==> src/hw/rtl/btp_pkg.sv <==
// Shared constants, widths and types for the blended trajectory point pipeline.
// No dependencies; every other file of the block imports this package.
package btp_pkg;

   localparam int POS_W   = 32;            // Q16.16 position
   localparam int MAG_W   = 32;            // |end - start|
   localparam int CNT_W   = 13;            // point count
   localparam int IDX_W   = 12;            // point index, n - 1, n - 1 - i
   localparam int THR_W   = 16;            // still threshold
   localparam int FRAC_W  = 32;            // fraction bits of the blend fraction
   localparam int BETA_W  = 28;
   localparam int BETAM_W = BETA_W + IDX_W;
   localparam int SQ_W    = 2 * IDX_W;
   localparam int SQ10_W  = SQ_W + 4;
   localparam int C_W     = 30;
   localparam int LIN_W   = C_W + IDX_W;
   localparam int NUM_W   = MAG_W + SQ10_W;
   localparam int DEN_W   = SQ_W;
   localparam int QUO_W   = 30;            // both quotients stay below 2^30
   localparam int PROD_W  = MAG_W + QUO_W;
   localparam int HALF_SH = 29;
   localparam int SUM_SH  = 30;

   localparam int MAX_POINTS = 4096;
   localparam logic [CNT_W-1:0]  MAX_COUNT   = CNT_W'(MAX_POINTS);
   localparam logic [BETA_W-1:0] BETA_Q32    = 28'd226715881;
   localparam logic [C_W-1:0]    C_Q30       = 30'd566789703;
   localparam logic [THR_W-1:0]  STILL_RESET = 16'd66;

   typedef enum logic [1:0] {
      MODE_START,
      MODE_END,
      MODE_LINEAR
   } btp_mode_type;

   // Per-item control and operands that ride alongside the arithmetic
   typedef struct packed {
      logic               err;
      logic               still;
      logic               neg;
      btp_mode_type       mode;
      logic               wneg;
      logic [POS_W-1:0]   qi;
      logic [MAG_W-1:0]   a;
   } btp_side_type;

endpackage

==> src/hw/rtl/btp_post.sv <==
// Back end of the trajectory pipeline: turns the quotient into the move
// magnitude for the blend or linear segment. Three register stages. Uses btp_pkg.
module btp_post import btp_pkg::*; (
   input  logic               clock,
   input  logic               reset,
   input  logic               adv,
   input  logic               in_valid,
   input  logic [QUO_W-1:0]   quo,
   input  btp_side_type       in_side,
   output logic               out_valid,
   output logic [MAG_W-1:0]   mag,
   output btp_side_type       out_side
);

   logic               b1_valid_ff;
   btp_side_type       b1_side_ff;
   logic [PROD_W-1:0]  b1_prod_ff, b1_prod_in;
   logic [MAG_W-1:0]   b1_blend_ff, b1_blend_in;

   logic               b2_valid_ff;
   btp_side_type       b2_side_ff;
   logic [PROD_W-1:0]  b2_half;
   logic [PROD_W:0]    b2_diff;
   logic [PROD_W-1:0]  b2_t_ff, b2_t_in;
   logic [MAG_W-1:0]   b2_blend_ff;

   logic               b3_valid_ff;
   btp_side_type       b3_side_ff;
   logic [PROD_W:0]    b3_round;
   logic [MAG_W-1:0]   b3_mag_ff, b3_mag_in;

   always_comb begin
      b1_prod_in  = PROD_W'(in_side.a) * PROD_W'(quo);
      // end blend counts back from the far end
      b1_blend_in = (in_side.mode == MODE_END) ? (in_side.a - MAG_W'(quo)) : MAG_W'(quo);
   end

   always_comb begin
      b2_half = PROD_W'(b1_side_ff.a) << HALF_SH;
      b2_diff = {1'b0, b2_half} - {1'b0, b1_prod_ff};
      if (b1_side_ff.wneg) begin
         // clamp at zero below the midpoint
         b2_t_in = b2_diff[PROD_W] ? '0 : b2_diff[PROD_W-1:0];
      end else begin
         b2_t_in = b2_half + b1_prod_ff;
      end
   end

   always_comb begin
      b3_round  = {1'b0, b2_t_ff} + ((PROD_W + 1)'(1) << HALF_SH);
      b3_mag_in = (b2_side_ff.mode == MODE_LINEAR) ? b3_round[SUM_SH +: MAG_W] : b2_blend_ff;
   end

   always_ff @(posedge clock) begin
      if (reset) begin
         b1_valid_ff <= 1'b0;
         b2_valid_ff <= 1'b0;
         b3_valid_ff <= 1'b0;
      end else if (adv) begin
         b1_valid_ff <= in_valid;
         b2_valid_ff <= b1_valid_ff;
         b3_valid_ff <= b2_valid_ff;
      end
   end

   always_ff @(posedge clock) begin
      if (adv) begin
         b1_side_ff  <= in_side;
         b1_prod_ff  <= b1_prod_in;
         b1_blend_ff <= b1_blend_in;
         b2_side_ff  <= b1_side_ff;
         b2_t_ff     <= b2_t_in;
         b2_blend_ff <= b1_blend_ff;
         b3_side_ff  <= b2_side_ff;
         b3_mag_ff   <= b3_mag_in;
      end
   end

   assign out_valid = b3_valid_ff;
   assign mag       = b3_mag_ff;
   assign out_side  = b3_side_ff;

endmodule

==> config.mk <==
export PLATFORM = sky130hd
export DESIGN_NAME = btp_post
export DESIGN_NICKNAME = d
export VERILOG_FILES = /design/src/hw/rtl/btp_pkg.sv /design/src/hw/rtl/btp_post.sv
export SDC_FILE = /design/constraint.sdc
export NUM_CORES = 2
export LEC_CHECK = 0
export BUFFER_PORTS_ARGS = -buffer_cell sky130_fd_sc_hd__clkbuf_2
export CAP_MARGIN = 20
export CORE_MARGIN = 2
export CORE_UTILIZATION = 55
export CTS_CLUSTER_SIZE = 10
export DETAILED_ROUTE_END_ITERATION = 6
export PLACE_DENSITY_LB_ADDON = 0.05
export SLEW_MARGIN = 20
export SYNTH_ARGS = -nofsm -noshare
export SYNTH_HDL_FRONTEND = slang
export SYNTH_SLANG_ARGS = --single-unit
export TNS_END_PERCENT = 30
==> constraint.sdc <==
create_clock -name clock -period 23 [get_ports clock]
set_input_delay 2.3 -clock clock [delete_from_list [all_inputs] [get_ports clock]]
set_output_delay 2.3 -clock clock [all_outputs]
set_load 0.02 [all_outputs]
== Word-level counts from Yosys, hierarchy flattened ==
Cells that the tools add are included.
Storage, ports and cells
  output and inout bits: 103
  ROM bits: 0
  memories kept: 0
  memory bits (writable): 0
  input port bits: 104
  latch bits: 0
  flip-flop bits (word level): 433
Operators by class
  muxes and demuxes: 4
  reduce and logical (&&, ||, !) cells: 0
  multipliers: 1
  shift operators: 0
  bitwise gates (word level): 0
  $lt $le $gt $ge: 0
  equal/unequal tests: 2
  $add $sub $neg: 4
  div/mod/pow operators: 0
Operators with widths (count)
  2-to-1 mux 62 bit: 2
  subtractor 61 x 62 -> 63 bit: 1
  adder 61 x 62 -> 62 bit: 1
  adder 62 x 30 -> 62 bit, second input constant: 1
  multiplier 32 x 30 -> 62 bit: 1
  2-to-1 mux 32 bit: 1
  subtractor 32 x 30 -> 32 bit: 1
  2-to-1 mux 30 bit: 1
  equality test 2 x 1 -> 1 bit, second input constant: 1
  equality test 2 bit, second input constant: 1

== Depth between registers and ports, before layout ==
  word-level depth: 3
  gate-level depth with buffers: 30
  gate-level depth less buffers: 28

== Worst setup path after synthesis ==
OpenSTA, ideal clock, no wires.
  path type: input port to flip-flop
  start: in in_side[21] (netlist bit)
  end: reg b1_prod_ff[60], data pin
  arrival time: 9.105 ns
  required time: 22.740 ns
  path slack: 13.635 ns
  stages: 26
  cell sequence: clkbuf_1 clkbuf_1 nand2_1 fa_1 fa_1 fa_1 fa_1 inv_1 fa_1 fa_1 fa_1 inv_1 fa_1 inv_1 ha_1 clkbuf_1 a21oi_1 o21ai_0 a311oi_1 o21ai_0 a21o_1 o311ai_2 nand3b_1 a21bo_2 a221oi_2 xnor2_1
Between the ends
  word-level cells in the longest chain between the ends: 1
Ends and longest elaborated chain
  from (decl): RTL line btp_post.sv:9  | input btp_side_type in_side,
  multiplier 32 x 30 -> 62 bit: RTL line btp_post.sv:33  | b1_prod_in = PROD_W'(in_side.a) * PROD_W'(quo);
  net b1_prod_in[60]: RTL line btp_post.sv:17  | logic [PROD_W-1:0] b1_prod_ff, b1_prod_in;
  to (signal assigned): RTL line btp_post.sv:69  | b1_prod_ff <= b1_prod_in;
  to (decl): RTL line btp_post.sv:17
The timed path passes the listed nets, and every way through them passes these cells.
A chain may end at the register's enable or synchronous reset.

== Worst setup path after layout ==
  start: in in_side[13] (netlist bit)
  end: reg b1_prod_ff[55], data pin
Same word-level chain as after synthesis.

==> results.py <==
metrics = {
    "worst_setup_path": {
        "start_kind": "primary input",
        "r2r_slack_ns": 18.87,
        "worstSetupEndpointType": "register",
        "worstPathArrival_ns": 11.21,
        "path_common_cell": "fa_1",
        "rr_worst_depth": 10,
        "crit_required_ns": 23.38,
        "worst-setup-path-type": "in2reg",
        "cpMaxStageDelayCell": "fa_1",
        "rr_startpoint": "b1_prod_ff[15]",
        "r2r-end": "b2_t_ff[45]",
        "crit_fanout": 32,
        "cpPeakStageDelay_ns": 0.57,
    },
    "sta": {
        "fmax_ghz": 0.0923,
        "hold_viol_final": 0,
        "fin_ws_ns": 12.16,
        "slew_headroom": 0.284,
        "layout_worst_path_cycle_share": 0.471,
        "worstMarginPinSlew_ns": 1.06,
        "finalSetupViolCount": 0,
        "setup_tns_ns": 0,
        "fin_crit_ns": 10.84,
        "rsz0062_at_grt": "no",
        "finClkSkew_ns": 0.0263,
        "slew_viol_final": 0,
    },
    "clock_tree": {
        "root_buffer": "clkbuf_16",
        "htree_levels": 2,
        "post_cts_buffers": 0,
        "cts_buffers": 48,
        "cts.path.max_buffers": 3,
        "tritoncts": "yes",
        "clock-sinks": 404,
        "clk_latency_ns": 0.61,
        "path_clk_slew_ns": 0.06,
        "hold_buffers": 0,
        "cts_resized": 0,
    },
    "synthesis": {
        "synth_nets": 6279,
        "synth_top_area_frac": 0.334,
        "synthDistinctLibCells": 88,
        "syn_avg_cell_area_um2": 10.1,
        "synth_edf_count": 401,
        "ys.flop_type": "edfxtp_1",
        "ys_seq_area_frac": 0.241,
        "netlist_area_um2": 50200,
        "synth-warning-count": 0,
        "synth.most_common_cell": "inv_1",
        "synth_area_leaders": "fa_1 33%, edfxtp_1 24%, ha_1 9.4%",
        "synth_seq_cells": 404,
        "synth_area_leader_cell": "fa_1",
        "syn_inst": 4962,
        "async_reset_ff_frac": 0,
        "synth_common_cells": "973 x inv_1, 838 x fa_1, 533 x nand2_1, 515 x and2_1, 401 x edfxtp_1",
    },
    "global_route": {
        "gr-usage-all-layers": 0.290,
        "grt_pass1_wl_um": 209000,
        "antenna_found_initial": 6,
        "grt_pass1_vias": 36447,
        "grt_max_degree": 88,
        "gr-total-overflow": 0,
    },
    "route": {
        "drc_errors": 0,
        "first_pass_iters": 6,
        "via_count": 34719,
        "wl_per_cell_um": 21.3,
        "drt-initial-drc-count": 2573,
        "drt_wl_total_um": 132000,
        "vias_per_cell": 5.58,
        "final_antenna_net_count": 0,
    },
    "placement": {
        "gp_congestion": 0.912,
        "dp_worst_setup_slack_ns": 11.69,
        "io_buffers": 206,
        "dp_hpwl_um": 102000,
        "dpl-instance-area_um2": 52100,
    },
    "min_path": {
        "holdPathStages": 0,
        "min_to": "out_side[5]",
        "hold_class": "reg2reg",
        "min_from": "b2_side_ff[5]",
    },
    "layout": {
        "fin_util": 0.594,
        "fill_cells": 7781,
        "nets": 6342,
        "layout-drive-gt1-share": 0.0696,
        "syn_to_final_growth_pct": 6.81,
        "design_area_um2": 53600,
    },
    "floorplan": {
        "fp.dieArea_um2": 93600,
        "placementRows": 110,
        "die_y_um": 306,
        "core_um2": 90100,
        "start_util": 0.556,
        "ioPinCount": 207,
        "die_w_um": 306,
    },
    "outcome": {
        "outcome": "complete, no violations",
    },
    "flow_run": {
        "cap_violations": 0,
    },
}
==> routing by layer <==
layer	global-route usage	up-vias	wire length, um
met1	0.396	17629	55500
met5	0	-	11
met4	0.109	2	5570
met2	0.475	1164	62500
li1	-	15654	-
met3	0.0394	270	8830
==> worst max-delay path: cells and delay by family <==
family                     cells  cell delay, ns
AOI/OAI and AO/OA              5            1.56
buffers and inverters          5            0.78
and+or+nand+nor                5            1.86
xor gates and xnor gates       1            0.29
adders and majority gates      9            4.38
==> final cells by class <==
class	instances	area, um2	share of cell area
antenna	3	7.51	0.000140
clock buffer	58	1240	0.0231
clock inverter	10	201	0.00376
inverter	973	3650	0.0682
multi-input combinational	3342	33500	0.625
sequential	404	12100	0.226
tap	1176	1470	0.0275
timing repair buffer	256	1420	0.0264
==> per-stage QoR <==
| step | hold slack (ns) | std cells |
|---|---|---|
| floorplan | 0.400 | 4962 |
| CTS | 0.406 | 6219 |
| finish | 0.409 | 6222 |
| global route | 0.416 | 6219 |
| global placement | 0.401 | 6151 |
| detailed placement | 0.405 | 6151 |
==> worst max path at each step <==
stage | startpoint | end | slack (ns)
CTS | in_side[13] | b1_prod_ff[55] | 12.29
floorplan | in_side[21] | b1_prod_ff[60] | 13.63
finish | in_side[13] | b1_prod_ff[55] | 12.16
global route | in_side[13] | b1_prod_ff[55] | 11.74
detailed placement | in_side[13] | b1_prod_ff[55] | 11.69
global placement | in_side[13] | b1_prod_ff[55] | 11.66
==> flip-flops by register name, summed over array words and instances (netlist names) <==
| register | cells |
|---|---|
| out_valid | 1 |
| b2_blend_ff | 32 |
| mag | 32 |
| b1_side_ff | 70 |
| b1_prod_ff | 62 |
| b2_t_ff | 33 |
| b1_blend_ff | 32 |
| b2_valid_ff | 1 |
| b2_side_ff | 70 |
| out_side | 70 |
| b1_valid_ff | 1 |
==> cells by family after synthesis <==
family | count (synthesis) | share of synthesized area
DFF | 404 | 0.241
xor gates and xnor gates | 111 | 0.0194
buffers and inverters | 1216 | 0.0913
and+or+nand+nor | 1420 | 0.143
muxes | 12 | 0.00244
AOI/OAI and AO/OA | 586 | 0.0752
adders and majority gates | 1213 | 0.428
==> cells in the final DEF (no fill, tap or decap), types with 16 or more instances in the layout <==
| cell | Yosys | layout |
|---|---|---|
| inv_1 | 973 | 973 |
| fa_1 | 838 | 838 |
| nand2_1 | 533 | 533 |
| and2_1 | 515 | 515 |
| edfxtp_1 | 401 | 401 |
| ha_1 | 375 | 375 |
| clkbuf_2 | 0 | 205 |
| a21oi_1 | 177 | 177 |
| nor2_1 | 152 | 151 |
| o21ai_0 | 145 | 145 |
| xnor2_1 | 58 | 58 |
| xor2_1 | 53 | 53 |
| buf_4 | 0 | 50 |
| clkbuf_16 | 0 | 48 |
| a21o_1 | 46 | 46 |
| nand3_1 | 46 | 46 |
| nor3_1 | 28 | 28 |
| o21bai_1 | 28 | 28 |
| nand4_1 | 25 | 25 |
| nand2b_1 | 24 | 22 |
| a31oi_1 | 21 | 21 |
| and3_1 | 18 | 18 |
| a211oi_1 | 17 | 17 |
| nor2b_1 | 16 | 16 |
| nor4_1 | 16 | 16 |
Power is left out: the tool's default activity adds up to more than one toggle a clock period on the data nets, which glitch-free logic cannot reach.
