<file path="config.mk">
export PLATFORM = sky130hd
export DESIGN_NAME = btp_prep
export DESIGN_NICKNAME = d
export VERILOG_FILES = /design/src/hw/rtl/btp_pkg.sv /design/src/hw/rtl/btp_prep.sv
export SDC_FILE = /design/constraint.sdc
export NUM_CORES = 2
export LEC_CHECK = 0
export BUFFER_PORTS_ARGS = -buffer_cell sky130_fd_sc_hd__buf_4
export CAP_MARGIN = 10
export CORE_MARGIN = 2
export CORE_UTILIZATION = 65
export CTS_CLUSTER_DIAMETER = 50
export DETAILED_ROUTE_END_ITERATION = 8
export PLACE_DENSITY = 0.8
export SLEW_MARGIN = 20
export SYNTH_ARGS = -nofsm -noshare
export SYNTH_HDL_FRONTEND = slang
export SYNTH_SLANG_ARGS = --single-unit
</file>
<file path="constraint.sdc">
create_clock -name clock -period 9.2 [get_ports clock]
set_clock_uncertainty 0.15 [all_clocks]
set_input_delay 0.92 -clock clock [delete_from_list [all_inputs] [get_ports clock]]
set_output_delay 0.92 -clock clock [all_outputs]
set_load 0.005 [all_outputs]
</file>
<file path="src/hw/rtl/btp_pkg.sv">
// Shared constants, widths and types for the blended trajectory point pipeline.
// No dependencies; every other file of the block imports this package.
package btp_pkg;

   localparam int POS_W   = 32;            // Q16.16 position
   localparam int MAG_W   = 32;            // |end - start|
   localparam int CNT_W   = 13;            // point count
   localparam int IDX_W   = 12;            // point index, n - 1, n - 1 - i
   localparam int THR_W   = 16;            // still threshold
   localparam int FRAC_W  = 32;            // fraction bits of the blend fraction
   localparam int BETA_W  = 28;
   localparam int BETAM_W = BETA_W + IDX_W;
   localparam int SQ_W    = 2 * IDX_W;
   localparam int SQ10_W  = SQ_W + 4;
   localparam int C_W     = 30;
   localparam int LIN_W   = C_W + IDX_W;
   localparam int NUM_W   = MAG_W + SQ10_W;
   localparam int DEN_W   = SQ_W;
   localparam int QUO_W   = 30;            // both quotients stay below 2^30
   localparam int PROD_W  = MAG_W + QUO_W;
   localparam int HALF_SH = 29;
   localparam int SUM_SH  = 30;

   localparam int MAX_POINTS = 4096;
   localparam logic [CNT_W-1:0]  MAX_COUNT   = CNT_W'(MAX_POINTS);
   localparam logic [BETA_W-1:0] BETA_Q32    = 28'd226715881;
   localparam logic [C_W-1:0]    C_Q30       = 30'd566789703;
   localparam logic [THR_W-1:0]  STILL_RESET = 16'd66;

   typedef enum logic [1:0] {
      MODE_START,
      MODE_END,
      MODE_LINEAR
   } btp_mode_type;

   // Per-item control and operands that ride alongside the arithmetic
   typedef struct packed {
      logic               err;
      logic               still;
      logic               neg;
      btp_mode_type       mode;
      logic               wneg;
      logic [POS_W-1:0]   qi;
      logic [MAG_W-1:0]   a;
   } btp_side_type;

endpackage

</file>
<file path="src/hw/rtl/btp_prep.sv">
// Front end of the trajectory pipeline: distance, segment selection and the
// dividend / divisor for the shared divider. Six register stages. Uses btp_pkg.
module btp_prep import btp_pkg::*; (
   input  logic               clock,
   input  logic               reset,
   input  logic               adv,
   input  logic               in_valid,
   input  logic [POS_W-1:0]   start_pos,
   input  logic [POS_W-1:0]   end_pos,
   input  logic [CNT_W-1:0]   point_count,
   input  logic [IDX_W-1:0]   point_index,
   input  logic [THR_W-1:0]   still_threshold,
   output logic               out_valid,
   output logic [NUM_W-1:0]   num,
   output logic [DEN_W-1:0]   den,
   output btp_side_type       side
);

   // stage 1
   logic               p1_valid_ff;
   logic [POS_W:0]     p1_diff_ff, p1_diff_in;
   logic [POS_W-1:0]   p1_qi_ff;
   logic [CNT_W-1:0]   p1_n_ff;
   logic [IDX_W-1:0]   p1_i_ff;
   logic               p1_err_ff, p1_err_in;

   // stage 2
   logic               p2_valid_ff;
   logic [POS_W:0]     p2_mag;
   logic [CNT_W-1:0]   p2_m_full;
   logic [MAG_W-1:0]   p2_a_ff, p2_a_in;
   logic               p2_neg_ff, p2_still_ff, p2_still_in, p2_err_ff;
   logic [POS_W-1:0]   p2_qi_ff;
   logic [IDX_W-1:0]   p2_i_ff, p2_m_ff, p2_m_in, p2_k_ff, p2_k_in;
   logic [BETAM_W-1:0] p2_betam_ff, p2_betam_in;

   // stage 3
   logic               p3_valid_ff;
   logic               p3_start_hit, p3_end_hit;
   logic [IDX_W:0]     p3_two_i, p3_m_ext, p3_w_full;
   btp_side_type       p3_side_ff, p3_side_in;
   logic [SQ_W-1:0]    p3_sq_i_ff, p3_sq_i_in, p3_sq_k_ff, p3_sq_k_in, p3_m2_ff, p3_m2_in;
   logic [IDX_W-1:0]   p3_w_ff, p3_m_ff;

   // stage 4
   logic               p4_valid_ff;
   logic [SQ_W-1:0]    p4_sq;
   btp_side_type       p4_side_ff;
   logic [SQ10_W-1:0]  p4_sq10_ff, p4_sq10_in;
   logic [LIN_W-1:0]   p4_lin_ff, p4_lin_in;
   logic [DEN_W-1:0]   p4_den_ff, p4_den_in;

   // stage 5
   logic               p5_valid_ff;
   btp_side_type       p5_side_ff;
   logic [NUM_W-1:0]   p5_prod_ff, p5_prod_in;
   logic [LIN_W-1:0]   p5_lin_ff;
   logic [DEN_W-1:0]   p5_den_ff;

   // stage 6
   logic               p6_valid_ff;
   logic [NUM_W-1:0]   p6_base;
   btp_side_type       p6_side_ff;
   logic [NUM_W-1:0]   p6_num_ff, p6_num_in;
   logic [DEN_W-1:0]   p6_den_ff;

   always_comb begin
      p1_diff_in = {end_pos[POS_W-1], end_pos} - {start_pos[POS_W-1], start_pos};
      p1_err_in  = ({1'b0, point_index} >= point_count) || (point_count > MAX_COUNT);
   end

   always_comb begin
      p2_mag      = p1_diff_ff[POS_W] ? (~p1_diff_ff + 1'b1) : p1_diff_ff;
      p2_a_in     = p2_mag[MAG_W-1:0];
      p2_still_in = (p2_a_in <= MAG_W'(still_threshold)) || (p1_n_ff == CNT_W'(1));
      p2_m_full   = p1_n_ff - CNT_W'(1);
      p2_m_in     = p2_m_full[IDX_W-1:0];
      p2_k_in     = p2_m_in - p1_i_ff;
      p2_betam_in = BETAM_W'(BETA_Q32) * BETAM_W'(p2_m_in);
   end

   always_comb begin
      p3_start_hit = {p2_i_ff, {FRAC_W{1'b0}}} <= (IDX_W + FRAC_W)'(p2_betam_ff);
      p3_end_hit   = {p2_k_ff, {FRAC_W{1'b0}}} <= (IDX_W + FRAC_W)'(p2_betam_ff);
      p3_two_i     = {p2_i_ff, 1'b0};
      p3_m_ext     = {1'b0, p2_m_ff};
      p3_side_in.err   = p2_err_ff;
      p3_side_in.still = p2_still_ff;
      p3_side_in.neg   = p2_neg_ff;
      p3_side_in.qi    = p2_qi_ff;
      p3_side_in.a     = p2_a_ff;
      p3_side_in.wneg  = p3_two_i < p3_m_ext;
      p3_w_full = p3_side_in.wneg ? (p3_m_ext - p3_two_i) : (p3_two_i - p3_m_ext);
      // start blend wins over end blend
      if (p3_start_hit) begin
         p3_side_in.mode = MODE_START;
      end else if (p3_end_hit) begin
         p3_side_in.mode = MODE_END;
      end else begin
         p3_side_in.mode = MODE_LINEAR;
      end
      p3_sq_i_in = SQ_W'(p2_i_ff) * SQ_W'(p2_i_ff);
      p3_sq_k_in = SQ_W'(p2_k_ff) * SQ_W'(p2_k_ff);
      p3_m2_in   = SQ_W'(p2_m_ff) * SQ_W'(p2_m_ff);
   end

   always_comb begin
      p4_sq      = (p3_side_ff.mode == MODE_END) ? p3_sq_k_ff : p3_sq_i_ff;
      p4_sq10_in = SQ10_W'({p4_sq, 3'b000}) + SQ10_W'({p4_sq, 1'b0});
      p4_lin_in  = LIN_W'(C_Q30) * LIN_W'(p3_w_ff);
      p4_den_in  = (p3_side_ff.mode == MODE_LINEAR) ? DEN_W'(p3_m_ff) : p3_m2_ff;
   end

   assign p5_prod_in = NUM_W'(p4_side_ff.a) * NUM_W'(p4_sq10_ff);

   always_comb begin
      p6_base   = (p5_side_ff.mode == MODE_LINEAR) ? NUM_W'(p5_lin_ff) : p5_prod_ff;
      // add half the divisor so the quotient rounds to nearest, halves up
      p6_num_in = p6_base + NUM_W'(p5_den_ff >> 1);
   end

   always_ff @(posedge clock) begin
      if (reset) begin
         p1_valid_ff <= 1'b0;
         p2_valid_ff <= 1'b0;
         p3_valid_ff <= 1'b0;
         p4_valid_ff <= 1'b0;
         p5_valid_ff <= 1'b0;
         p6_valid_ff <= 1'b0;
      end else if (adv) begin
         p1_valid_ff <= in_valid;
         p2_valid_ff <= p1_valid_ff;
         p3_valid_ff <= p2_valid_ff;
         p4_valid_ff <= p3_valid_ff;
         p5_valid_ff <= p4_valid_ff;
         p6_valid_ff <= p5_valid_ff;
      end
   end

   always_ff @(posedge clock) begin
      if (adv) begin
         p1_diff_ff  <= p1_diff_in;
         p1_qi_ff    <= start_pos;
         p1_n_ff     <= point_count;
         p1_i_ff     <= point_index;
         p1_err_ff   <= p1_err_in;

         p2_a_ff     <= p2_a_in;
         p2_neg_ff   <= p1_diff_ff[POS_W];
         p2_still_ff <= p2_still_in;
         p2_err_ff   <= p1_err_ff;
         p2_qi_ff    <= p1_qi_ff;
         p2_i_ff     <= p1_i_ff;
         p2_m_ff     <= p2_m_in;
         p2_k_ff     <= p2_k_in;
         p2_betam_ff <= p2_betam_in;

         p3_side_ff  <= p3_side_in;
         p3_sq_i_ff  <= p3_sq_i_in;
         p3_sq_k_ff  <= p3_sq_k_in;
         p3_m2_ff    <= p3_m2_in;
         p3_w_ff     <= p3_w_full[IDX_W-1:0];
         p3_m_ff     <= p2_m_ff;

         p4_side_ff  <= p3_side_ff;
         p4_sq10_ff  <= p4_sq10_in;
         p4_lin_ff   <= p4_lin_in;
         p4_den_ff   <= p4_den_in;

         p5_side_ff  <= p4_side_ff;
         p5_prod_ff  <= p5_prod_in;
         p5_lin_ff   <= p4_lin_ff;
         p5_den_ff   <= p4_den_ff;

         p6_side_ff  <= p5_side_ff;
         p6_num_ff   <= p6_num_in;
         p6_den_ff   <= p5_den_ff;
      end
   end

   assign out_valid = p6_valid_ff;
   assign num       = p6_num_ff;
   assign den       = p6_den_ff;
   assign side      = p6_side_ff;

endmodule

</file>
* Yosys cells after proc, flatten, opt, wreduce, memory -nomap -nowiden
Index checks and enable logic that the tools add are counted.
** Storage, ports and cells
- Bits of input ports :: 109
- Output and inout port bits :: 155
- Register bits :: 920
- Logic and storage cells :: 95
** Cells by class
- Multiplexer cells :: 6
- Add/subtract/negate cells :: 8
- Magnitude comparators :: 6
- Bitwise operators :: 1
- Equal/unequal tests :: 4
- Multipliers :: 6
- Reductions and logical operators :: 2
** Operators by type and width (count)
- $le 44x40->1 :: 2
- $mul 12x12->24 :: 3
- $add 60x23->60 :: 1
- $mul 32x28->60 :: 1
- $mux 60 :: 1
- $mul 30x12->42 const A :: 1
- $mul 28x12->40 const A :: 1
- $sub 12x12->12 :: 3
- $sub 32x32->33 :: 1
- $add 32x1->32 const B :: 1
- $le 32x16->1 :: 1
- $mux 32 :: 1
- $not 32->32 :: 1
- $add 27x25->28 :: 1
- $mux 12 :: 2
- $mux 24 :: 1
- $eq 13x1->1 const B :: 1
- $ge 12x13->1 :: 1
- $gt 13x13->1 const B :: 1
- $lt 13x12->1 :: 1
- $sub 12x1->12 const B :: 1
- $eq 2x2->1 const B :: 2
- $eq 2x1->1 const B :: 1
- $logic_or 1x1->1 :: 2
- $mux 2 :: 1

* Longest topological paths before layout
- Depth in word-level cells :: 5
- Depth in mapped cells :: 28
- Depth with buffers taken out :: 26

* Least setup slack after synthesis
OpenSTA, ideal clock, no wires.
- Kind :: reg-to-reg
- Start :: register p1_n_ff[2]
- End :: register p2_betam_ff[38], data pin
- Library setup time :: 0.258 ns
- Arrival :: 6.883 ns
- Path buffers :: 2
- Slack :: 1.910 ns
- Clock period less this slack :: 7.290 ns
- Data required time :: 8.792 ns
- Cell stages (with the launch flop) :: 28
- Cell sequence :: edfxtp_1 > clkbuf_1 > inv_1 > ha_1 > a21boi_0 > nand2_1 > or4_1 > xnor2_1 > inv_1 > fa_1 > inv_1 > ha_1 > inv_1 > fa_1 > fa_1 > inv_1 > fa_1 > ha_1 > clkbuf_1 > and4_1 > a221oi_1 > o21ai_1 > a221o_1 > a21oi_1 > a21boi_1 > a311o_1 > a21oi_1 > xnor2_1
** Between the ends
- Longest elaborated chain between the ends :: 2
** RTL lines
- from (decl) :: line btp_prep.sv:23 : logic [CNT_W-1:0] p1_n_ff;
- from (signal assigned) :: line btp_prep.sv:144 : p1_n_ff <= point_count;
- $sub 12x1->12 :: line btp_prep.sv:76 : p2_m_full = p1_n_ff - CNT_W'(1);
- named net p2_m_full[9] :: line btp_prep.sv:30 : logic [CNT_W-1:0] p2_m_full;
- $mul 28x12->40 :: line btp_prep.sv:79 : p2_betam_in = BETAM_W'(BETA_Q32) * BETAM_W'(p2_m_in);
- named net p2_betam_in[38] :: line btp_prep.sv:35 : logic [BETAM_W-1:0] p2_betam_ff, p2_betam_in;
- to (signal assigned) :: line btp_prep.sv:156 : p2_betam_ff <= p2_betam_in;
- to (decl) :: line btp_prep.sv:35
The timed path passes the listed nets, and every way through them passes these cells.
A chain may end at the register's enable or synchronous reset.

* Worst setup path after layout
- Start :: register p4_sq10_ff[6]
- End :: register p5_prod_ff[59], data pin
** Between the ends
- Longest elaborated chain between the ends :: 1
** RTL lines
- from (decl) :: line btp_prep.sv:49 : logic [SQ10_W-1:0] p4_sq10_ff, p4_sq10_in;
- from (signal assigned) :: line btp_prep.sv:166 : p4_sq10_ff <= p4_sq10_in;
- $mul 32x28->60 :: line btp_prep.sv:114 : assign p5_prod_in = NUM_W'(p4_side_ff.a) * NUM_W'(p4_sq10_ff);
- named net p5_prod_in[59] :: line btp_prep.sv:56 : logic [NUM_W-1:0] p5_prod_ff, p5_prod_in;
- to (signal assigned) :: line btp_prep.sv:171 : p5_prod_ff <= p5_prod_in;
- to (decl) :: line btp_prep.sv:56
The timed path passes the listed nets, and every way through them passes these cells.

==> flow_metrics.tcl <==
set metrics [dict create \
    vias_per_cell 5.76 \
    startpoint_type "flip-flop" \
    worstSetupPathType "reg -> reg" \
    netlist_area_mm2 0.0844 \
    die_x_um 364 \
    cts_root_buffer "clkbuf_16" \
    final.setup.tns_ns 0 \
    ctsHtreeMaxLevel 3 \
    dp_hpwl_um 167000 \
    overflow 0 \
    worstSkewPairLatency_ns 0.77 \
    slew_violations 0 \
    max_slew_margin_pct 20.8 \
    hp-class "in -> reg" \
    synth_largest_area_cell "edfxtp_1" \
    fmax_mhz 123 \
    antenna_found_initial 24 \
    post_cts_resized 0 \
    grt_pass1_wl_um 328000 \
    grt_max_degree 158 \
    yosysSeqAreaShare_pct 32.2 \
    syn_nets 9686 \
    grt_pass1_vias 59143 \
    rsz0062_at_grt "no" \
    die_y_um 364 \
    start_util_pct 65.4 \
    yosysUniqueCellTypes 94 \
    globalplace.congestion 0.952 \
    yosys.area_share.simple_pct 11.2 \
    core_area_mm2 0.129 \
    synth-seq-cells 907 \
    setup_viol 0 \
    fin_crit_ns 8.16 \
    finalHoldViolCount 0 \
    clkSinkCount 907 \
    nFillCells 9113 \
    post_cts_buffers 0 \
    drcViolationCount 0 \
    r2r_slack_ns 1.04 \
    period_share_pct 88.6 \
    yosys.area.top_type_share_pct 32.1 \
    drtIter0Drc 4275 \
    yosysMostFrequentCell "inv_1" \
    wl_per_cell_um 21.5 \
    cts.clk_slew.worst_paths_ns 0.06 \
    wl_um 209000 \
    clockBufferDepth 3 \
    layout-drive-gt1-share_pct 7.56 \
    die_area_mm2 0.133 \
    ys_top_cells_by_count "inv_1 (1506), fa_1 (1106), edfxtp_1 (901)" \
    ys.flop_type "edfxtp_1" \
    ant_nets 0 \
    hold_buffers 0 \
    synthMuxAreaShare_pct 0.931 \
    cap_violations 0 \
    num_rows 132 \
    grt_usage_pct 32.4 \
    vias 56113 \
    outcome "finished clean" \
    dr.pass1.iters 8 \
    arrival_ns 8.48 \
    ys_async_sr_fraction_pct 0 \
    area_delta_synth_final_pct 9.44 \
    worst-path-max-fanout 32 \
    crit_required_ns 9.52 \
    synth_top_family_by_area "adder cells" \
    cts_buffers 113 \
    crit_path_end_kind "flip-flop" \
    yosys_warnings 0 \
    syn_avg_cell_area_um2 11.0 \
    synth_cells 7655 \
    tightestPinTransition_ns 1.19 \
    cts_tree "yes" \
    synth_xor_area_share_pct 3.51 \
    io_pins 264 \
    synth-compound-area-share_pct 6.09 \
    synthTopCellsByArea "edfxtp_1 (32%), fa_1 (26%), ha_1 (12%), inv_1 (6.7%), and2_1 (4.1%)" \
    portBuffers 263 \
    synth_edf_count 901 \
    fin_nets 9916 \
    synthAdderAreaFrac_pct 38.3 \
]
==> area by class of cell <==
class / instances / area (um2) / share of cell area [%]
diodes: 14 / 35.0 / 0.0379
clock buffers: 129 / 2890 / 3.13
clock inverters: 80 / 951 / 1.03
inverters: 1514 / 5680 / 6.15
multi-input cells: 5014 / 50700 / 54.9
flip-flops and latches: 907 / 27200 / 29.4
well taps: 1742 / 2180 / 2.36
repair buffers: 335 / 2720 / 2.94
==> flip-flops by register name (all words and copies together) (netlist names), 24 cells and up <==
signal / cells
side: 70
den: 24
p1_diff_ff: 33
p3_side_ff: 70
p5_lin_ff: 42
p4_side_ff: 70
p2_betam_ff: 37
p5_prod_ff: 59
p4_sq10_ff: 26
num: 60
p5_side_ff: 70
p4_lin_ff: 42
p2_a_ff: 32
p1_qi_ff: 32
p2_qi_ff: 32
==> kinds of logic (layout without fill, tap and decap cells) <==
| logic type | after synthesis | count (layout) |
|---|---|---|
| AO/OA/AOI/OAI | 780 | 780 |
| adder cells (fa/ha/maj) | 1922 | 1922 |
| multiplexers | 74 | 74 |
| other | 0 | 14 |
| XOR/XNOR | 338 | 338 |
| flip-flops | 907 | 907 |
| buffers and inverters | 1734 | 2058 |
| AND/OR/NAND/NOR | 1900 | 1900 |
==> worst paths after layout <==
path | from | to | cells after the start
setup / recovery | p4_sq10_ff[6]$_DFFE_PP_ | p5_prod_ff[59]$_DFFE_PP_ | 23
hold / removal | start_pos[17] | p1_qi_ff[17]$_DFFE_PP_ | 1
setup reg to reg | p4_sq10_ff[6]$_DFFE_PP_ | p5_prod_ff[59]$_DFFE_PP_ | 23
hold reg to reg | p4_lin_ff[38]$_DFFE_PP_ | p5_lin_ff[38]$_DFFE_PP_ | 0
==> per-layer routing <==
layer | share of wire, % | vias to the layer above | track usage [%]
met4 | 4.4 | 6 | 13.1
met1 | 39 | 28198 | 42.7
met3 | 7.4 | 494 | 5.22
met5 | 0.017 | - | 0
li1 | - | 25162 | -
met2 | 49 | 2253 | 53.9
==> cell usage in the layout (no fill, tap or decap), drive strengths merged, types with 22 or more instances in the layout <==
cell type	instances
mux2i	38
o21bai	31
clkbuf	129
clkinv	48
mux2	36
nor2	273
nor4	22
a21o	139
a21oi	220
xnor2	243
nand2b	44
xor2	95
nand3	101
nor3	55
o21a	38
buf	335
and2	553
edfxtp	901
and3	26
o21ai	136
nand2	671
nor2b	48
nand4	35
ha	816
fa	1106
a31oi	32
inv	1531
a211oi	26
==> metrics by stage <==
stage	hold WS, ns	util [%]	setup slack [ns]	cells	cell area (um2)
finish	0.172	71.5	1.04	9735	92400
global route	0.138	71.5	0.619	9731	92400
CTS	0.125	71.3	1.08	9708	92100
detailed placement	0.255	68.3	1.16	9499	88300
global placement	0.250	68.3	1.22	9499	88200
floorplan	0.250	-	1.91	7655	84400
==> critical path, cell delays in order, from the launching register on <==
cell       delay, ns
edfxtp_1        1.07
and2_1          0.26
fa_1            0.44
fa_1            0.56
inv_1           0.06
fa_1            0.57
fa_1            0.45
fa_1            0.54
inv_1           0.05
fa_1            0.48
inv_1           0.05
fa_1            0.47
inv_1           0.04
ha_1            0.35
a21o_1          0.20
a31oi_1         0.22
o211ai_1        0.12
a311oi_1        0.45
nor3_1          0.17
a2bb2oi_1       0.22
a211o_1         0.32
a221o_1         0.30
a21oi_1         0.20
xnor2_1         0.08
Power is not shown: default switching activity piles up to over one toggle a cycle in this logic, so the estimate is an artifact.
